[config.mk]
export PLATFORM = sky130hd
export DESIGN_NAME = dcrc_addr_pipe
export DESIGN_NICKNAME = d
export VERILOG_FILES = /design/src/rtl/core/dcrc_pkg.sv /design/src/rtl/core/dcrc_addr_pipe.sv
export SDC_FILE = /design/constraint.sdc
export NUM_CORES = 1
export LEC_CHECK = 0
export ABC_AREA = 1
export ABC_CLOCK_PERIOD_IN_PS = 6400
export BUFFER_PORTS_ARGS = -buffer_cell sky130_fd_sc_hd__clkbuf_2
export CORE_UTILIZATION = 34
export DETAILED_ROUTE_END_ITERATION = 6
export GPL_TIMING_DRIVEN = 0
export PLACE_DENSITY = 0.49
export REMOVE_ABC_BUFFERS = 1
export SLEW_MARGIN = 20
export SYNTH_ARGS = -nofsm -noshare
export SYNTH_HDL_FRONTEND = slang
export SYNTH_SLANG_ARGS = --single-unit
[constraint.sdc]
create_clock -name clk -period 6.4 [get_ports clk]
set_input_delay 0.96 -clock clk [delete_from_list [all_inputs] [get_ports clk]]
set_output_delay 0.96 -clock clk [all_outputs]
set_load 0.02 [all_outputs]
[src/rtl/core/dcrc_pkg.sv]
`timescale 1ns / 1ps

package dcrc_pkg;

	// Default frame geometry
	localparam int FB_WIDTH_DEF    = 240;
	localparam int FB_HEIGHT_DEF   = 320;
	localparam int PIXEL_BYTES_DEF = 2;

	// Command opcodes
	localparam logic [7:0] CMD_NOP     = 8'h01;
	localparam logic [7:0] CMD_SLPIN   = 8'h10;
	localparam logic [7:0] CMD_SLPOUT  = 8'h11;
	localparam logic [7:0] CMD_NORON   = 8'h13;
	localparam logic [7:0] CMD_INVOFF  = 8'h20;
	localparam logic [7:0] CMD_INVON   = 8'h21;
	localparam logic [7:0] CMD_DISPOFF = 8'h28;
	localparam logic [7:0] CMD_DISPON  = 8'h29;
	localparam logic [7:0] CMD_CASET   = 8'h2a;
	localparam logic [7:0] CMD_RASET   = 8'h2b;
	localparam logic [7:0] CMD_RAMWR   = 8'h2c;
	localparam logic [7:0] CMD_MADCTL  = 8'h36;
	localparam logic [7:0] CMD_VSCSAD  = 8'h37;
	localparam logic [7:0] CMD_COLMOD  = 8'h3a;
	localparam logic [7:0] CMD_VENDOR  = 8'hc4;

	// Parameter checks for color mode and access control
	localparam logic [7:0] COLMOD_MASK = 8'h77;
	localparam logic [7:0] COLMOD_VAL  = 8'h55;
	localparam logic [7:0] MADCTL_MASK = 8'hfc;

	typedef enum logic [1:0] {
		ERR_OK      = 2'd0,
		ERR_WINDOW  = 2'd1,
		ERR_FORMAT  = 2'd2,
		ERR_UNKNOWN = 2'd3
	} err_t;

	// Byte stream phase of the command decoder
	typedef enum logic [1:0] {
		MODE_CMD,
		MODE_PARAM,
		MODE_DATA
	} mode_t;

	// Per-transaction status carried down to the result register
	typedef struct packed {
		logic        sleeping;
		logic        disp_on;
		logic        inverted;
		logic [31:0] wr_count;
		err_t        err;
	} status_t;

	// Index width of a store of the given depth
	function automatic int addr_w(input int depth);
		return (depth > 1) ? $clog2(depth) : 1;
	endfunction

	// Width of the unreduced scanout address: scroll start plus read offset
	function automatic int off_w(input int row_bytes);
		return 16 + $clog2(row_bytes + 1) + 3;
	endfunction

endpackage

[src/rtl/core/dcrc_addr_pipe.sv]
`timescale 1ns / 1ps

module dcrc_addr_pipe #(
	parameter int FB_WIDTH    = dcrc_pkg::FB_WIDTH_DEF,
	parameter int FB_HEIGHT   = dcrc_pkg::FB_HEIGHT_DEF,
	parameter int PIXEL_BYTES = dcrc_pkg::PIXEL_BYTES_DEF,
	localparam int FRAME      = FB_WIDTH * FB_HEIGHT * PIXEL_BYTES,
	localparam int AW         = dcrc_pkg::addr_w(FRAME),
	localparam int XW         = dcrc_pkg::off_w(FB_WIDTH * PIXEL_BYTES)
) (
	input  logic          clk,
	input  logic          ld2,
	input  logic          ld3,
	input  logic          ld4,
	input  logic          rd,
	input  logic          wen,
	input  logic [AW-1:0] waddr,
	input  logic [7:0]    wdata,
	input  logic [XW-1:0] rd_x,
	output logic          mem_rd,
	output logic          mem_wen,
	output logic [AW-1:0] mem_addr,
	output logic [7:0]    mem_wdata
);

	// Reciprocal of the frame size: quotient estimate is at most one low
	localparam longint MUL = (longint'(1) << XW) / FRAME;
	localparam int     MW  = $clog2(MUL + 1);

	logic          rd_s2, rd_s3, rd_s4;
	logic          wen_s2, wen_s3, wen_s4;
	logic [AW-1:0] waddr_s2, waddr_s3, waddr_s4;
	logic [7:0]    wdata_s2, wdata_s3, wdata_s4;
	logic [XW-1:0] x_s2, x_s3;
	logic [MW-1:0] q_s3;
	logic [AW:0]   r_s4;

	logic [XW+MW-1:0] prod;
	logic [XW-1:0]    qf;
	logic [AW:0]      r0;
	logic [AW-1:0]    rd_addr;

	// Estimate quotient of the scanout address by the frame size
	assign prod = (XW + MW)'(x_s2) * (XW + MW)'(MUL);

	// Remainder, below twice the frame size
	assign qf = XW'(q_s3 * FRAME);
	assign r0 = (AW + 1)'(x_s3 - qf);

	// Final wrap correction
	assign rd_addr = (32'(r_s4) >= FRAME) ? AW'(32'(r_s4) - FRAME) : AW'(r_s4);

	always_ff @(posedge clk) begin
		if (ld2) begin
			rd_s2    <= rd;
			wen_s2   <= wen;
			waddr_s2 <= waddr;
			wdata_s2 <= wdata;
			x_s2     <= rd_x;
		end
		if (ld3) begin
			rd_s3    <= rd_s2;
			wen_s3   <= wen_s2;
			waddr_s3 <= waddr_s2;
			wdata_s3 <= wdata_s2;
			x_s3     <= x_s2;
			q_s3     <= prod[XW+MW-1:XW];
		end
		if (ld4) begin
			rd_s4    <= rd_s3;
			wen_s4   <= wen_s3;
			waddr_s4 <= waddr_s3;
			wdata_s4 <= wdata_s3;
			r_s4     <= r0;
		end
	end

	assign mem_rd    = rd_s4;
	assign mem_wen   = wen_s4;
	assign mem_addr  = rd_s4 ? rd_addr : waddr_s4;
	assign mem_wdata = wdata_s4;

endmodule

==> results of run 1 <==
## kinds of logic after synthesis
family | after synthesis | share of synthesized area [%]
xor+xnor | 40 | 2.942
compound gates | 101 | 4.895
simple gates | 284 | 10.41
flops | 158 | 39.84
buf+inv | 288 | 9.098
fa+ha+maj | 244 | 32.82
## per-stage QoR
step	hold WS (ps)	instance area (sq um)
finish	416.3	13480
global route	421.8	13480
CTS	417.6	13480
detailed placement	404.5	12930
global placement	400.5	12900
floorplan	400.3	11900
## final timing paths
path / to / cells past startpoint / slack, ps
worst max-delay path: q_s3[5] / 18 / 1420
worst min-delay path: waddr_s3[7] / 0 / 420
worst max register to register: q_s3[5] / 18 / 1420
worst min register to register: waddr_s3[7] / 0 / 420
## layout by cell type, fill, tap and decap left out, types with 4 or more instances in the layout
master,n
a21o_1,8
a21oi_1,43
a31oi_1,7
clkbuf_16,17
clkbuf_2,84
edfxtp_1,158
fa_1,114
ha_1,130
inv_1,280
inv_2,4
inv_6,6
nand2_1,186
nand2_2,9
nand3_1,19
nand4_1,5
nor2_1,36
nor2_2,6
nor3_1,6
nor4_1,4
o21ai_0,21
o21ai_1,10
o21bai_1,4
xnor2_1,14
xor2_1,26
## synth_stat cells (all sizes together), types with 2 or more instances
| cell | number |
|---|---|
| o21ai | 31 |
| buf | 2 |
| a21o | 8 |
| nor3 | 9 |
| nand3 | 19 |
| xnor2 | 14 |
| nand3b | 2 |
| a31oi | 8 |
| o21a | 2 |
| fa | 114 |
| nor4 | 7 |
| nand4 | 6 |
| edfxtp | 158 |
| inv | 284 |
| o21bai | 4 |
| nand2 | 197 |
| a21oi | 43 |
| nor2 | 42 |
| o211a | 2 |
| o211ai | 2 |
| ha | 130 |
| xor2 | 26 |
## layout make-up
| type | count | area (sq um) |
|---|---|---|
| fill | 3492 | 21060 |
| multi-input combinational | 669 | 6082 |
| sequential | 158 | 4745 |
| inverter | 285 | 1070 |
| tap | 455 | 569.3 |
| timing repair buffer | 88 | 462.9 |
| clock buffer | 17 | 425.4 |
| clock inverter | 14 | 130.1 |
## metal layers
metal  up-vias  part of all wire, %
met5         -                    0
met2       100                   48
met1      3508                   47
met3        10                  3.6
met4         0                 0.87
li1       3761                    -
## sequential cells by signal (all words and copies together) (netlist names)
register / flops
x_s2: 28
r_s4: 19
x_s3: 19
waddr_s2: 18
waddr_s3: 18
waddr_s4: 18
mem_wdata: 8
q_s3: 8
wdata_s2: 8
wdata_s3: 8
mem_rd: 1
mem_wen: 1
rd_s2: 1
rd_s3: 1
wen_s2: 1
wen_s3: 1
## worst max-delay path, delay by kind of cell (launching register included)
family,cells,cell delay [ps]
and+or+nand+nor,4,360
DFF,1,550
buffers and inverters,5,300
AOI/OAI and AO/OA,3,690
adders and majority gates,6,2810
==> results.sh, run 1 <==
export IMPL_grt_pass1_vias=7801
export IMPL_dr_first_iter_drc_count=260
export IMPL_yosysWarnings=0
export IMPL_skew_ps=15.72
export IMPL_start_kind="register"
export IMPL_synthCells=1115
export IMPL_critPathMaxStageDelay_ps=550
export IMPL_critical_path_cell_chain="ha_1 > inv_1 > fa_1 > inv_1 > fa_1 > inv_1 > fa_1 > fa_1 > inv_1 > ha_1 > nand2_1 > inv_1 > a21boi_0 > o21bai_1 > a31oi_1 > nand2_1 > nand2_1 > nand2_1"
export IMPL_num_vias=7379
export IMPL_worstSetupPathType="reg -> reg"
export IMPL_final_setup_tns_ps=0
export IMPL_hpwlAfterDp_um=19350
export IMPL_grt_busiest_layer="met2"
export IMPL_slowest_stage="edfxtp_1"
export IMPL_grt_util_met2_pct=24.10
export IMPL_syn_area_per_cell_sq_um=10.68
export IMPL_netlist_area_sq_um=11910
export IMPL_final_max_slew_viol_count=0
export IMPL_synth_top_flop_cell="edfxtp_1"
export IMPL_drt_pass1_iterations=4
export IMPL_synth_cell_types=37
export IMPL_track_usage_pct=14.12
export IMPL_met1_usage_pct=18.38
export IMPL_maxCapViolCount=0
export IMPL_htreeDepth=4
export IMPL_numClockSinks=158
export IMPL_area_growth_pct=13.22
export IMPL_synth_seq_cells=158
export IMPL_fin_crit_sh_pct=77.85
export IMPL_wl_per_cell_um=13.93
export IMPL_grt_max_degree=56
export IMPL_crit_arrival_ps=5160
export IMPL_cp_max_fo=5
export IMPL_end_kind="register"
export IMPL_antenna_cells=0
export IMPL_path_clk_slew_ps=60
export IMPL_min_delay_path_class="reg -> reg"
export IMPL_ctsHoldBuffers=0
export IMPL_finalCriticalPeriod_ps=4982
export IMPL_startpoint="x_s2[10]"
export IMPL_drive_gt1_share_pct=12.02
export IMPL_rows=68
export IMPL_grt_pass1_wl_um=38840
export IMPL_ioPinCount=88
export IMPL_clock_path_buffers=2
export IMPL_routed_wl_um=23480
export IMPL_core_area_sq_um=34540
export IMPL_grt_use_met3_pct=2.762
export IMPL_grt_overflow=0
export IMPL_synth_edf_count=158
export IMPL_die_w_um=189.2
export IMPL_worstPathRequired_ps=6570
export IMPL_fin_cells=1686
export IMPL_place_inst=1655
export IMPL_r2r_start="x_s2[10]"
export IMPL_via_per_inst=4.377
export IMPL_antenna_found_initial=0
export IMPL_clock_latency_ps=430
export IMPL_netlist_top_cells_area="edfxtp_1 40%, fa_1 19%, ha_1 14%"
export IMPL_fmax_mhz=200.7
export IMPL_synth_top_area_cell="edfxtp_1"
export IMPL_gp_congestion=0.8232
export IMPL_final_core_util_pct=39.04
export IMPL_die_h_um=189.2
export IMPL_hold_violations=0
export IMPL_fp_dieArea_sq_um=35780
export IMPL_synth_top_area_share_pct=39.84
export IMPL_fin_nets=1523
export IMPL_rsz0062_at_grt="no"
export IMPL_cts_tree="yes"
export IMPL_min_delay_start="waddr_s2[7]"
export IMPL_layout_setup_ws_ps=1418
export IMPL_post_cts_resized=0
export IMPL_synth_async_sr_flop_share_pct=0
export IMPL_cts_setup_buffers=0
export IMPL_start_util_pct=34.48
export IMPL_setup_viol=0
export IMPL_cts_root_buf="clkbuf_16"
export IMPL_status="finished, final reports clean"
export IMPL_post_place_ws_ps=1396
export IMPL_drc_errors=0
export IMPL_cts_inserted_buffers=17
export IMPL_cp_common_cell="inv_1"
export IMPL_max_slew_worst_pin_slew_ps=772.7
export IMPL_relSlewSlack_pct=48.49
export IMPL_io_buffers=87
export IMPL_yosysSeqAreaShare_pct=39.84
export IMPL_antenna_left=0
Power of run 1 is not shown: default switching activity piles up to over one toggle a cycle in this logic, so the estimate is an artifact.
==> run 2: changes to the inputs <==
--- a/config.mk
+++ b/config.mk
@@ -6,7 +6,7 @@
 export NUM_CORES = 1
 export LEC_CHECK = 0
 export ABC_AREA = 1
-export ABC_CLOCK_PERIOD_IN_PS = 6400
+export ABC_CLOCK_PERIOD_IN_PS = 4800
 export BUFFER_PORTS_ARGS = -buffer_cell sky130_fd_sc_hd__clkbuf_2
 export CORE_UTILIZATION = 34
 export DETAILED_ROUTE_END_ITERATION = 6
==> constraint.sdc (replaced) <==
create_clock -name clk -period 4.8 [get_ports clk]
set_input_delay 0.72 -clock clk [delete_from_list [all_inputs] [get_ports clk]]
set_output_delay 0.72 -clock clk [all_outputs]
set_load 0.02 [all_outputs]
==> run 2 against run 1 <==
Net effect: via count up 2.5%; worst hold slack lost 0.92 ps; sequential share of layout area is 1.4 points lower; cell area increased by 4.1%; count of clock-buffer cells in the layout stayed put; maximum frequency increased by 7.4%; utilization grew 1.6 points; worst setup slack got worse by 1300 ps; first-iteration DRC count is 7.3% higher; critical endpoint is now q_s3[7]; highest routed layer unchanged.
==> results.sh, run 2 (same netlist as run 1, synthesis figures left out) <==
export IMPL_min_delay_start="waddr_s2[7]"
export IMPL_num_vias=7566
export IMPL_grt_pass1_wl_um=39030
export IMPL_largest_register="x_s2"
export IMPL_stdcell_area_sq_um=14040
export IMPL_placed_area_sq_um=12930
export IMPL_hold_violations=0
export IMPL_critical_path_cell_chain="ha_1 > inv_1 > fa_1 > inv_1 > fa_1 > inv_1 > fa_1 > fa_1 > inv_1 > ha_2 > nand2_1 > o21ai_0 > nand2_1 > a21oi_1 > nor3_2 > nand3_1 > nand2_1"
export IMPL_start_kind="register"
export IMPL_crit_arrival_ps=4820
export IMPL_critPathMaxStageDelay_ps=540
export IMPL_final_cell_mix="278 x inv_1, 183 x nand2_1, 158 x edfxtp_1"
export IMPL_numClockSinks=158
export IMPL_final_core_util_pct=40.65
export IMPL_worstSetupPathType="reg -> reg"
export IMPL_grt_max_degree=56
export IMPL_relSlewSlack_pct=48.00
export IMPL_layout_commonest_cell="inv_1"
export IMPL_fin_nets=1563
export IMPL_max_slew_worst_pin_slew_ps=780.0
export IMPL_final_max_slew_viol_count=0
export IMPL_place_inst=1655
export IMPL_ioPinCount=88
export IMPL_wl_per_cell_um=13.88
export IMPL_r2r_start="x_s2[12]"
export IMPL_hpwlAfterDp_um=19350
export IMPL_cts_tree="yes"
export IMPL_fin_cells=1726
export IMPL_core_area_sq_um=34540
export IMPL_io_buffers=87
export IMPL_via_per_inst=4.384
export IMPL_grt_busiest_layer="met2"
export IMPL_met1_usage_pct=18.22
export IMPL_start_util_pct=34.48
export IMPL_cts_root_buf="clkbuf_16"
export IMPL_end_kind="register"
export IMPL_grt_use_met3_pct=2.854
export IMPL_grt_pass1_vias=7883
export IMPL_dr_first_iter_drc_count=279
export IMPL_antenna_left=0
export IMPL_drc_errors=0
export IMPL_die_h_um=189.2
export IMPL_layout_setup_ws_ps=159.5
export IMPL_antenna_cells=0
export IMPL_htreeDepth=4
export IMPL_drt_pass1_iterations=5
export IMPL_rows=68
export IMPL_antenna_found_initial=0
export IMPL_reg_top3="x_s2 (28), r_s4 (19), x_s3 (19)"
export IMPL_clock_latency_ps=430
export IMPL_track_usage_pct=14.18
export IMPL_min_delay_path_class="reg -> reg"
export IMPL_die_w_um=189.2
export IMPL_ctsHoldBuffers=0
export IMPL_cts_inserted_buffers=17
export IMPL_grt_util_met2_pct=24.32
export IMPL_cp_max_fo=5
export IMPL_worstPathRequired_ps=4980
export IMPL_post_place_ws_ps=-203.7
export IMPL_drive_gt1_share_pct=17.70
export IMPL_maxCapViolCount=0
export IMPL_clock_path_buffers=2
export IMPL_fmax_mhz=215.5
export IMPL_gp_congestion=0.8232
export IMPL_startpoint="x_s2[12]"
export IMPL_largest_register_ffs=28
export IMPL_finalCriticalPeriod_ps=4640
export IMPL_routed_wl_um=23960
export IMPL_setup_viol=0
export IMPL_skew_ps=13.75
export IMPL_slowest_stage="fa_1"
export IMPL_fin_crit_sh_pct=96.68
export IMPL_grt_overflow=0
export IMPL_area_growth_pct=17.89
export IMPL_path_clk_slew_ps=60
export IMPL_rrSetupSlack_ps=160
export IMPL_status="finished, final reports clean"
export IMPL_fp_dieArea_sq_um=35780
[run 2: cell count changes in the layout (fill, tap and decap cells not counted), moves of 3 or more]
cell / previous run / this run
buf_4: 0 / 39
ha_1: 130 / 118
ha_2: 0 / 3
nor2_1: 36 / 33
nand2_1: 186 / 183
ha_4: 0 / 9
nand2_2: 9 / 12
a21oi_2: 0 / 8
a21oi_1: 43 / 35
[run 2: final cells by class]
type / count / area [sq um]
Clock buffer: 17 / 425.4
Sequential cell: 158 / 4745
Clock inverter: 14 / 130.1
Timing Repair Buffer: 128 / 767.0
Fill cell: 3445 / 20500
Multi-Input combinational cell: 669 / 6335
Inverter: 285 / 1070
Tap cell: 455 / 569.3
[run 2: worst paths after layout]
path	to	cells after the start
max	q_s3[7]	17
min	waddr_s3[7]	0
max reg2reg	q_s3[7]	17
min reg2reg	waddr_s3[7]	0
[run 2: worst max-delay path, delay by kind of cell, from the launching register on]
kind	cells	cell delay, ps
DFF	1	460
buffers and inverters	4	210
adders and majority gates	6	2810
AOI/OAI and AO/OA	2	500
and+or+nand+nor	5	410
[run 2: per-stage QoR]
stage	hold slack [ps]	TNS (ps)
floorplan	400.3	0
global placement	400.5	-523.3
finish	415.4	0
CTS	417.6	0
detailed placement	404.5	-561.2
global route	421.8	-30.95
[run 2: per-layer routing]
layer	routed length, um	up-vias
met5	0	-
met4	270	0
met3	770	16
met2	11670	96
met1	11250	3615
li1	-	3839
[run 2: repair_timing]
action,4_1_cts,5_1_grt
setup endpoints to repair,6,8
resized for setup,2,46
setup buffers,17,24
pin swaps,0,12
Power of run 2 is left out for the same reason.
