**src/rtl/core/dcrc_pkg.sv**
```systemverilog
`timescale 1ns / 1ps

package dcrc_pkg;

	// Default frame geometry
	localparam int FB_WIDTH_DEF    = 240;
	localparam int FB_HEIGHT_DEF   = 320;
	localparam int PIXEL_BYTES_DEF = 2;

	// Command opcodes
	localparam logic [7:0] CMD_NOP     = 8'h01;
	localparam logic [7:0] CMD_SLPIN   = 8'h10;
	localparam logic [7:0] CMD_SLPOUT  = 8'h11;
	localparam logic [7:0] CMD_NORON   = 8'h13;
	localparam logic [7:0] CMD_INVOFF  = 8'h20;
	localparam logic [7:0] CMD_INVON   = 8'h21;
	localparam logic [7:0] CMD_DISPOFF = 8'h28;
	localparam logic [7:0] CMD_DISPON  = 8'h29;
	localparam logic [7:0] CMD_CASET   = 8'h2a;
	localparam logic [7:0] CMD_RASET   = 8'h2b;
	localparam logic [7:0] CMD_RAMWR   = 8'h2c;
	localparam logic [7:0] CMD_MADCTL  = 8'h36;
	localparam logic [7:0] CMD_VSCSAD  = 8'h37;
	localparam logic [7:0] CMD_COLMOD  = 8'h3a;
	localparam logic [7:0] CMD_VENDOR  = 8'hc4;

	// Parameter checks for color mode and access control
	localparam logic [7:0] COLMOD_MASK = 8'h77;
	localparam logic [7:0] COLMOD_VAL  = 8'h55;
	localparam logic [7:0] MADCTL_MASK = 8'hfc;

	typedef enum logic [1:0] {
		ERR_OK      = 2'd0,
		ERR_WINDOW  = 2'd1,
		ERR_FORMAT  = 2'd2,
		ERR_UNKNOWN = 2'd3
	} err_t;

	// Byte stream phase of the command decoder
	typedef enum logic [1:0] {
		MODE_CMD,
		MODE_PARAM,
		MODE_DATA
	} mode_t;

	// Per-transaction status carried down to the result register
	typedef struct packed {
		logic        sleeping;
		logic        disp_on;
		logic        inverted;
		logic [31:0] wr_count;
		err_t        err;
	} status_t;

	// Index width of a store of the given depth
	function automatic int addr_w(input int depth);
		return (depth > 1) ? $clog2(depth) : 1;
	endfunction

	// Width of the unreduced scanout address: scroll start plus read offset
	function automatic int off_w(input int row_bytes);
		return 16 + $clog2(row_bytes + 1) + 3;
	endfunction

endpackage

```
**src/rtl/core/dcrc_ctrl.sv**
```systemverilog
`timescale 1ns / 1ps

module dcrc_ctrl #(
	parameter int FB_WIDTH    = dcrc_pkg::FB_WIDTH_DEF,
	parameter int FB_HEIGHT   = dcrc_pkg::FB_HEIGHT_DEF,
	parameter int PIXEL_BYTES = dcrc_pkg::PIXEL_BYTES_DEF,
	localparam int FRAME      = FB_WIDTH * FB_HEIGHT * PIXEL_BYTES,
	localparam int AW         = dcrc_pkg::addr_w(FRAME),
	localparam int XW         = dcrc_pkg::off_w(FB_WIDTH * PIXEL_BYTES)
) (
	input  logic                clk,
	input  logic                arst_n,
	input  logic                commit,
	input  logic                req_type,
	input  logic [7:0]          spi_byte,
	input  logic [17:0]         read_offset,
	output dcrc_pkg::status_t   stat,
	output logic                rd,
	output logic                wen,
	output logic [AW-1:0]       waddr,
	output logic [7:0]          wdata,
	output logic [XW-1:0]       rd_x
);

	localparam int RB = FB_WIDTH * PIXEL_BYTES;
	localparam int SW = 16 + $clog2(PIXEL_BYTES + 1);
	localparam int RW = $clog2(FB_HEIGHT + 1);

	dcrc_pkg::mode_t mode_q, mode_d;
	logic [7:0]  cmd_q, cmd_d;
	logic [1:0]  pcnt_q, pcnt_d;
	logic [2:0]  pexp_q, pexp_d;
	logic [7:0]  pbyte_q [0:2];
	logic        sleep_q, sleep_d;
	logic        on_q, on_d;
	logic        inv_q, inv_d;
	logic [31:0] count_q, count_d;
	logic [15:0] xf_q, xf_d, xl_q, xl_d, yf_q, yf_d, yl_q, yl_d;
	logic [15:0] scroll_q, scroll_d;
	logic        bad_q, bad_d;
	logic [SW-1:0] stride_q, stride_d, dcol_q, dcol_d, dcol_inc;
	logic [15:0] dh_q, dh_d, drow_q, drow_d, drow_inc;
	dcrc_pkg::err_t err;

	logic [15:0] w16, h16;
	logic        win_bad, ram_len_nz, p_last, col_wrap, data_last;
	logic [RW-1:0] row;

	// Window size and sanity, as seen when a RAM write command arrives
	assign w16        = xl_q - xf_q + 16'd1;
	assign h16        = yl_q - yf_q + 16'd1;
	assign win_bad    = (xl_q < xf_q) || (yl_q < yf_q) ||
		(32'(xl_q) >= FB_WIDTH) || (32'(yl_q) >= FB_HEIGHT);
	assign ram_len_nz = (w16 != 16'd0) && (h16 != 16'd0);

	assign p_last    = ({1'b0, pcnt_q} + 3'd1) == pexp_q;
	assign dcol_inc  = dcol_q + SW'(1);
	assign drow_inc  = drow_q + 16'd1;
	assign col_wrap  = dcol_inc == stride_q;
	assign data_last = col_wrap && (drow_inc == dh_q);

	// Next phase of the byte stream
	always_comb begin
		mode_d = mode_q;
		if (!req_type) begin
			case (mode_q)
				dcrc_pkg::MODE_CMD: begin
					if (spi_byte inside {dcrc_pkg::CMD_COLMOD, dcrc_pkg::CMD_MADCTL,
						dcrc_pkg::CMD_VENDOR, dcrc_pkg::CMD_CASET, dcrc_pkg::CMD_RASET,
						dcrc_pkg::CMD_VSCSAD}) begin
						mode_d = dcrc_pkg::MODE_PARAM;
					end else if (spi_byte == dcrc_pkg::CMD_RAMWR && ram_len_nz) begin
						mode_d = dcrc_pkg::MODE_DATA;
					end
				end
				dcrc_pkg::MODE_PARAM: begin
					if (p_last)
						mode_d = dcrc_pkg::MODE_CMD;
				end
				dcrc_pkg::MODE_DATA: begin
					if (data_last)
						mode_d = dcrc_pkg::MODE_CMD;
				end
				default: mode_d = dcrc_pkg::MODE_CMD;
			endcase
		end
	end

	// Decode one byte: flags, window, counters, error and frame write
	always_comb begin
		cmd_d    = cmd_q;
		pcnt_d   = pcnt_q;
		pexp_d   = pexp_q;
		sleep_d  = sleep_q;
		on_d     = on_q;
		inv_d    = inv_q;
		count_d  = count_q;
		xf_d     = xf_q;
		xl_d     = xl_q;
		yf_d     = yf_q;
		yl_d     = yl_q;
		scroll_d = scroll_q;
		bad_d    = bad_q;
		stride_d = stride_q;
		dh_d     = dh_q;
		dcol_d   = dcol_q;
		drow_d   = drow_q;
		err      = dcrc_pkg::ERR_OK;
		wen      = 1'b0;
		if (!req_type) begin
			case (mode_q)
				dcrc_pkg::MODE_CMD: begin
					cmd_d  = spi_byte;
					pcnt_d = 2'd0;
					case (spi_byte)
						dcrc_pkg::CMD_NOP:     ;
						dcrc_pkg::CMD_NORON:   ;
						dcrc_pkg::CMD_SLPIN:   sleep_d = 1'b1;
						dcrc_pkg::CMD_SLPOUT:  sleep_d = 1'b0;
						dcrc_pkg::CMD_INVOFF:  inv_d   = 1'b0;
						dcrc_pkg::CMD_INVON:   inv_d   = 1'b1;
						dcrc_pkg::CMD_DISPOFF: on_d    = 1'b0;
						dcrc_pkg::CMD_DISPON:  on_d    = 1'b1;
						dcrc_pkg::CMD_COLMOD,
						dcrc_pkg::CMD_MADCTL,
						dcrc_pkg::CMD_VENDOR:  pexp_d  = 3'd1;
						dcrc_pkg::CMD_CASET,
						dcrc_pkg::CMD_RASET:   pexp_d  = 3'd4;
						dcrc_pkg::CMD_VSCSAD:  pexp_d  = 3'd2;
						dcrc_pkg::CMD_RAMWR: begin
							bad_d    = win_bad;
							err      = win_bad ? dcrc_pkg::ERR_WINDOW : dcrc_pkg::ERR_OK;
							count_d  = count_q + 32'd1;
							stride_d = SW'(w16 * PIXEL_BYTES);
							dh_d     = h16;
							dcol_d   = '0;
							drow_d   = '0;
						end
						default: err = dcrc_pkg::ERR_UNKNOWN;
					endcase
				end
				dcrc_pkg::MODE_PARAM: begin
					pcnt_d = pcnt_q + 2'd1;
					if (p_last) begin
						case (cmd_q)
							dcrc_pkg::CMD_COLMOD: begin
								if ((spi_byte & dcrc_pkg::COLMOD_MASK) != dcrc_pkg::COLMOD_VAL)
									err = dcrc_pkg::ERR_FORMAT;
							end
							dcrc_pkg::CMD_MADCTL: begin
								if ((spi_byte & dcrc_pkg::MADCTL_MASK) != 8'd0)
									err = dcrc_pkg::ERR_FORMAT;
							end
							dcrc_pkg::CMD_CASET: begin
								xf_d = {pbyte_q[0], pbyte_q[1]};
								xl_d = {pbyte_q[2], spi_byte};
							end
							dcrc_pkg::CMD_RASET: begin
								yf_d = {pbyte_q[0], pbyte_q[1]};
								yl_d = {pbyte_q[2], spi_byte};
							end
							dcrc_pkg::CMD_VSCSAD: scroll_d = {pbyte_q[0], spi_byte};
							default: ;
						endcase
					end
				end
				dcrc_pkg::MODE_DATA: begin
					// A bad window swallows its data without writing
					wen = !bad_q;
					if (col_wrap) begin
						dcol_d = '0;
						drow_d = drow_inc;
					end else begin
						dcol_d = dcol_inc;
					end
				end
				default: ;
			endcase
		end
	end

	// Row-major frame address inside the window
	assign row   = RW'(yf_q) + RW'(drow_q);
	assign waddr = AW'((row * FB_WIDTH + xf_q) * PIXEL_BYTES + dcol_q);
	assign wdata = spi_byte;

	// Scanout address before wrap: scroll start plus offset
	assign rd   = req_type;
	assign rd_x = XW'(scroll_q * RB + read_offset);

	assign stat.sleeping = sleep_d;
	assign stat.disp_on  = on_d;
	assign stat.inverted = inv_d;
	assign stat.wr_count = count_d;
	assign stat.err      = err;

	// Commit state as the transaction leaves the input register
	always_ff @(posedge clk or negedge arst_n) begin
		if (!arst_n) begin
			mode_q   <= dcrc_pkg::MODE_CMD;
			cmd_q    <= '0;
			pcnt_q   <= '0;
			pexp_q   <= '0;
			sleep_q  <= 1'b1;
			on_q     <= 1'b0;
			inv_q    <= 1'b0;
			count_q  <= '0;
			xf_q     <= '0;
			xl_q     <= '0;
			yf_q     <= '0;
			yl_q     <= '0;
			scroll_q <= '0;
			bad_q    <= 1'b0;
			stride_q <= '0;
			dh_q     <= '0;
			dcol_q   <= '0;
			drow_q   <= '0;
		end else if (commit) begin
			mode_q   <= mode_d;
			cmd_q    <= cmd_d;
			pcnt_q   <= pcnt_d;
			pexp_q   <= pexp_d;
			sleep_q  <= sleep_d;
			on_q     <= on_d;
			inv_q    <= inv_d;
			count_q  <= count_d;
			xf_q     <= xf_d;
			xl_q     <= xl_d;
			yf_q     <= yf_d;
			yl_q     <= yl_d;
			scroll_q <= scroll_d;
			bad_q    <= bad_d;
			stride_q <= stride_d;
			dh_q     <= dh_d;
			dcol_q   <= dcol_d;
			drow_q   <= drow_d;
		end
	end

	// Hold leading parameter bytes; the last one is used as it arrives
	always_ff @(posedge clk) begin
		if (commit && !req_type && mode_q == dcrc_pkg::MODE_PARAM && !p_last)
			pbyte_q[pcnt_q] <= spi_byte;
	end

endmodule

```
**config.mk**
```make
export PLATFORM = sky130hd
export DESIGN_NAME = dcrc_ctrl
export DESIGN_NICKNAME = d
export VERILOG_FILES = /design/src/rtl/core/dcrc_pkg.sv /design/src/rtl/core/dcrc_ctrl.sv
export SDC_FILE = /design/constraint.sdc
export NUM_CORES = 1
export LEC_CHECK = 0
export BUFFER_PORTS_ARGS = -buffer_cell sky130_fd_sc_hd__buf_2
export CELL_PAD_IN_SITES_DETAIL_PLACEMENT = 0
export CELL_PAD_IN_SITES_GLOBAL_PLACEMENT = 1
export CORE_ASPECT_RATIO = 0.7
export CORE_MARGIN = 3
export CORE_UTILIZATION = 40
export DETAILED_ROUTE_END_ITERATION = 16
export PLACE_DENSITY = 0.77
export SLEW_MARGIN = 20
export SYNTH_ARGS = -nofsm -noshare
export SYNTH_HDL_FRONTEND = slang
export SYNTH_SLANG_ARGS = --single-unit
```
**constraint.sdc**
```tcl
create_clock -name clk -period 6.69 [get_ports clk]
set_clock_uncertainty 0.2 [all_clocks]
set_input_delay 0.669 -clock clk [delete_from_list [all_inputs] [get_ports clk]]
set_output_delay 0.669 -clock clk [all_outputs]
set_load 0.1 [all_outputs]
```
==> key figures, run 1 <==
Pwr
  – VDD IR max: 0.000152 V
  – Leak: 9.57 nW
  – Design Power: 2.91 mW
  – P_sw: 0.783 mW
  – Clock Power Share: 42.3%
  – Internal Power: 2.12 mW
  – Switch share: 26.9%
  – Pwr Density: 144 nW/um2
  – Seq pwr share: 47.9%
  – Comb power frac: 9.8%

Clock tree
  – CTS tree: yes
  – Clock Path Buffers: 3
  – Cts bufs inserted: 23
  – Reg clk slew, reported paths: 0.06 ns
  – Root buffer cell: clkbuf_16
  – Clk_lat worst skew: 0.54 ns
  – Clk sinks: 221
  – H-tree levels: 1

Die
  – Num ports: 123
  – Chip width: 256 um
  – Die area: 46400 um2
  – Core area: 42800 um2
  – Row count: 63
  – Die height: 181 um
  – Starting density of the core: 40.9%

Layout
  – # nets final: 2247
  – Commonest non-fill, non-tap cell in the layout: dfrtp_1
  – Fraction of layout cells with a size suffix above 1: 18.5%
  – Synthesis-to-finish area growth: 15.3%
  – Most frequent cells in the layout: dfrtp_1 (195), nand2_1 (175), inv_1 (156)

Route
  – DR vias/cell: 5.33
  – Via count: 13800
  – WL final: 45.5 mm
  – Post-DRT Antenna Nets: 0
  – Drt drc: 0
  – DR pass1 iterations: 5
  – Initial DRC count: 898
  – Post-DR wirelength/cell: 17.5 um

Timing
  – Fmax: 0.139 GHz
  – Final WS setup: -0.493 ns
  – Hold Violations, Final: 0
  – Max_slew headroom: 23.4%
  – Fin crit share: 107%
  – Setup TNS Final: -1.18 ns
  – RSZ-0062 raised after global routing: true
  – Fin crit period: 7.18 ns
  – Final Setup Violations: 4
  – Final Max Slew Viols: 0
  – Worst-Margin Slew: 1.15 ns

Hold path
  – Min-delay worst type: flip-flop to flip-flop
  – Hold Path Sink: sleep_q$_DFFE_PN1P_
  – Hold Path Cell Cnt: 2
  – Hold path start: sleep_q$_DFFE_PN1P_

Run
  – Maxcap violations: 0

Place
  – Dpl ws: -0.325 ns
  – Hpwl dp: 35.0 mm
  – Routability cong.: 0.869
  – IO buf count: 110

Worst setup path
  – Slowest cell on the critical path: fa_1
  – R2r setup slk: 1.95 ns
  – CP endpoint kind: output pin
  – R2r endpoint: drow_q[0]$_DFFE_PN0P_
  – Critical path class: flip-flop to output pin
  – WP data arrival: 6.31 ns
  – RR Startpoint: dcol_q[0]$_DFFE_PN0P_
  – CP startpoint kind: flip-flop
  – Crit path launch: yf_q[1]$_DFFE_PN0P_
  – Worst Reg-to-Reg Cells: 10
  – Crit-path max FO: 4
  – Critical path's most frequent cell: inv_2
  – Critical Path RT: 5.82 ns
  – Slowest stage delay, CP: 0.51 ns

Logic synthesis
  – Syn. warnings: 0
  – Post-synth ARST share: 89.1%
  – Netlist cell types: 85
  – Synthesized area: 17500 um2
  – Avg Inst Size Synth: 9.42 um2
  – Sequential area share after synthesis: 32.3%
  – Yosys top cell by area: dfrtp_1
  – Synth area leaders: dfrtp_1 (28%), ha_1 (12%), xnor2_1 (7.3%)
  – Ys flop type: dfrtp_1
  – Gate Count Post-Synth: 1860
  – Number of synthesized flops with an enable pin: 24
  – Synth top area share: 28.0%
  – Register bit total from synthesis: 221

Status
  – Status: finished with violations
  – Failing checks: negative setup slack

Global route
  – Vias in the first global route: 13400
  – Global route overflow: 0
  – First-pass GRT wire length: 73.6 mm
  – Largest net degree at the start of global routing: 174
  – Antenna violations before repair: 1
  – Gr usage total: 19.6%
[stage by stage]
stage / hold WS (ns) / std cells / cell area [um2] / util [%]
floorplan: 0.173 / 1861 / 17600 / -
global placement: 0.258 / 2535 / 19000 / 44.4
detailed placement: 0.275 / 2535 / 19000 / 44.4
CTS: 0.290 / 2590 / 20000 / 46.7
global route: 0.302 / 2595 / 20200 / 47.2
finish: 0.282 / 2596 / 20200 / 47.2
[worst max path at each step]
stage                     end  slack [ns]  cells past startpoint
floorplan           waddr[16]       -0.26                     26
global placement    waddr[16]       -0.21                     28
detailed placement  waddr[16]       -0.33                     28
CTS                 waddr[16]       -0.67                     27
global route        waddr[16]       -0.79                     28
finish              waddr[16]       -0.49                     28
[power groups by stage]
| stage | clock (mW) | combinational, mW | sequential (mW) |
|---|---|---|---|
| final | 1.23 | 0.285 | 1.39 |
| after CTS | 1.26 | 0.288 | 1.39 |
| after global routing | 1.33 | 0.304 | 1.39 |
| after floorplan | 0 | 0.218 | 1.41 |
| after global placement | 0 | 0.281 | 1.42 |
| after detailed placement | 0 | 0.284 | 1.42 |
[what timing repair did]
action	CTS	global route
buffers inserted	18	6
hold buffers	1	0
gates resized for setup	44	38
endpoints found under the setup margin	8	13
pin swaps	43	37
hold endpoints to repair	24	0
[registers in the layout, summed over array words and instances (netlist names)]
register / count
xl_q: 16
bad_q: 1
yf_q: 16
stride_q: 16
pbyte_q: 24
sleep_q: 1
on_q: 1
mode_q: 2
pcnt_q: 2
xf_q: 16
inv_q: 1
cmd_q: 8
pexp_q: 3
dh_q: 16
count_q: 32
scroll_q: 16
dcol_q: 18
yl_q: 16
drow_q: 16
[Yosys cell counts, drive strengths merged (17+ instances only)]
cell / instances
inv: 162
a21oi: 70
dfrtp: 196
o21ai: 137
nand3: 53
a21o: 17
edfxtp: 24
nor2: 93
nor3: 42
xor2: 59
a31oi: 25
and3: 25
ha: 163
fa: 60
xnor2: 145
clkbuf: 39
o31ai: 23
mux2: 70
o21bai: 21
buf: 35
nand4: 24
nand2: 175
[logic make-up (layout without fill, tap and decap cells)]
group / Yosys count / in the layout / synth area share (%)
buf+inv: 236 / 385 / 5.69
xor+xnor: 205 / 205 / 10.3
compound gates: 374 / 374 / 13.5
mux: 74 / 74 / 4.73
other cells: 1 / 3 / 0.0214
simple gates: 525 / 525 / 14.9
flops: 221 / 221 / 32.3
fa+ha+maj: 224 / 224 / 18.6
[cell type report]
class | instances | area, um2
sequential | 221 | 5650
fill | 4013 | 22600
timing repair buffer | 182 | 1240
antenna | 1 | 2.50
clock buffer | 35 | 651
inverter | 162 | 608
tap | 585 | 732
clock inverter | 6 | 51.3
multi-input combinational | 1404 | 11300
[worst max-delay path: cells and delay by family, from the launching register on]
kind	cells	cell delay (ns)
fa+ha+maj	6	2.34
compound gates	6	1.06
simple gates	6	0.72
buf+inv	6	0.65
xor+xnor	4	0.60
flops	1	0.40
[routing by layer]
metal / vias to the layer above / wire length, um / global-route usage, %
li1: 6712 / - / -
met1: 6776 / 23000 / 30.0
met2: 293 / 19400 / 29.3
met3: 44 / 2490 / 3.03
met4: 0 / 630 / 3.37
met5: - / 0 / 0
(Power assumes the default switching activity.)
==> run 2, diff against run 1 <==
Settings changed: GPL_TIMING_DRIVEN set to 0.
==> run 2 against run 1 <==
The flow still finishes with violations (negative setup slack); final area grew 3.3%; global-route usage up 0.70 points; non-clock buffer count increased by 53.
==> key figures, run 2 (same netlist as run 1, synthesis figures left out) <==
Hold path
  – Min-delay worst type: primary input to flip-flop

Pwr
  – Pwr Density: 157 nW/um2
  – Design Power: 3.27 mW
  – Comb power frac: 9.7%
  – Clock Power Share: 47.9%
  – P_sw: 0.859 mW
  – Switch share: 26.2%
  – Seq pwr share: 42.4%
  – VDD IR max: 0.000169 V
  – Internal Power: 2.42 mW
  – Leak: 9.81 nW

Layout
  – Fraction of layout cells with a size suffix above 1: 20.4%
  – Synthesis-to-finish area growth: 19.1%
  – # nets final: 2301
  – Largest regs: count_q x32, pbyte_q x24, dcol_q x18
  – Reg with most FFs: count_q
  – Largest register FFs: 32
  – Fin area: 20900 um2
  – Most frequent cells in the layout: dfrtp_1 (192), nand2_1 (173), ha_1 (152)
  – Fill count: 3949
  – Commonest non-fill, non-tap cell in the layout: dfrtp_1
  – Non-Filler Instances: 2652

Place
  – Post-DP Area: 19000 um2
  – Routability cong.: 0.898
  – Hpwl dp: 36.6 mm
  – # placed instances: 2562
  – IO buf count: 114

Worst setup path
  – WP data arrival: 6.54 ns
  – Crit path launch: drow_q[0]$_DFFE_PN0P_
  – Critical path class: flip-flop to output pin
  – Critical path endpoint: waddr[16]
  – Crit-path max FO: 4
  – CP endpoint kind: output pin
  – Slowest stage delay, CP: 0.52 ns
  – R2r setup slk: 2.33 ns
  – Worst Reg-to-Reg Cells: 9
  – Slowest cell on the critical path: fa_1
  – RR Startpoint: dcol_q[0]$_DFFE_PN0P_
  – Critical Path RT: 5.82 ns
  – CP startpoint kind: flip-flop
  – R2r endpoint: mode_q[0]$_DFFE_PN0P_

Route
  – WL final: 47.5 mm
  – Post-DR wirelength/cell: 17.9 um
  – Initial DRC count: 964
  – Post-DRT Antenna Nets: 0
  – DR pass1 iterations: 6
  – Drt drc: 0
  – Via count: 14100
  – DR vias/cell: 5.32

Die
  – Row count: 63
  – Die area: 46400 um2
  – Num ports: 123
  – Starting density of the core: 40.9%
  – Chip width: 256 um
  – Die height: 181 um
  – Core area: 42800 um2

Timing
  – Final Max Slew Viols: 0
  – Fmax: 0.135 GHz
  – RSZ-0062 raised after global routing: true
  – Fin crit share: 111%
  – Final Setup Violations: 5
  – Final WS setup: -0.722 ns
  – Max_slew headroom: 36.0%
  – WHS: 0.187 ns
  – Hold Violations, Final: 0
  – Fin crit period: 7.41 ns
  – Setup TNS Final: -2.32 ns
  – Worst-Margin Slew: 0.953 ns

Global route
  – Vias in the first global route: 14100
  – Antenna violations before repair: 0
  – Gr usage total: 20.3%
  – First-pass GRT wire length: 76.4 mm
  – Global route overflow: 0
  – Largest net degree at the start of global routing: 88

Run
  – Maxcap violations: 0

Clock tree
  – Root buffer cell: clkbuf_16
  – Clk_lat worst skew: 0.55 ns
  – Reg clk slew, reported paths: 0.07 ns
  – CTS tree: yes
  – Clk sinks: 221
  – Cts bufs inserted: 24
  – Clock Path Buffers: 3
  – H-tree levels: 1

Status
  – Status: finished with violations
  – Failing checks: negative setup slack
-- run 2: power groups by stage --
stage / clock network, mW / registers [mW] / logic (mW)
detailed placement: 0 / 1.41 / 0.301
finish: 1.57 / 1.39 / 0.317
global placement: 0 / 1.41 / 0.294
CTS: 1.59 / 1.39 / 0.317
floorplan: 0 / 1.41 / 0.218
global route: 1.64 / 1.39 / 0.338
-- run 2: stage by stage --
stage | util, % | setup WS, ns
after floorplan | - | -0.258
after global placement | 44.2 | -1.12
after detailed placement | 44.3 | -1.25
after CTS | 47.8 | -0.843
after global routing | 48.7 | -0.981
final | 48.7 | -0.722
-- run 2: final cells by class --
| cell class | count | area (um2) | area share [%] |
|---|---|---|---|
| diodes | 1 | 2.50 | 0.0120 |
| multi-input cells | 1404 | 11400 | 54.8 |
| clock inverters | 18 | 289 | 1.39 |
| flip-flops and latches | 221 | 5660 | 27.1 |
| repair buffers | 161 | 1130 | 5.40 |
| plain buffers | 74 | 389 | 1.87 |
| well taps | 585 | 732 | 3.51 |
| inverters | 162 | 608 | 2.91 |
| clock buffers | 26 | 628 | 3.01 |
-- run 2: how the worst min path moves through the flow --
stage                              endpoint  slack, ns  cells after the start                start
global route        pbyte_q[0][5]$_DFFE_PP_       0.18                      1          spi_byte[5]
finish              pbyte_q[0][5]$_DFFE_PP_       0.19                      1          spi_byte[5]
floorplan                 bad_q$_DFFE_PN0P_       0.17                      0               arst_n
CTS                 pbyte_q[0][5]$_DFFE_PP_       0.17                      1          spi_byte[5]
global placement        sleep_q$_DFFE_PN1P_       0.26                      2  sleep_q$_DFFE_PN1P_
detailed placement      sleep_q$_DFFE_PN1P_       0.28                      2  sleep_q$_DFFE_PN1P_
-- run 2: repair_timing --
action / in CTS / in global routing
cloned: 0 / 0
hold endpoints to repair: 38 / 0
setup buffers: 34 / 13
resized for setup: 85 / 69
pin swaps: 44 / 48
setup endpoints to repair: 10 / 14
hold buffers: 1 / 0
-- run 2: critical path, delay by kind of cell (launching register included) --
kind                     cells  cell delay (ns)
AO/OA/AOI/OAI                7             1.46
flip-flops                   1             0.44
AND/OR/NAND/NOR              2             0.29
adder cells (fa/ha/maj)      7             2.54
buffers and inverters        5             0.62
XOR/XNOR                     4             0.64
-- run 2: per-layer routing --
metal | vias to the layer above | GRT usage [%] | part of all wire, %
li1 | 6811 | - | -
met3 | 56 | 3.57 | 5.7
met5 | - | 0 | 0
met1 | 6932 | 30.5 | 50
met4 | 0 | 3.62 | 1.6
met2 | 319 | 30.6 | 43
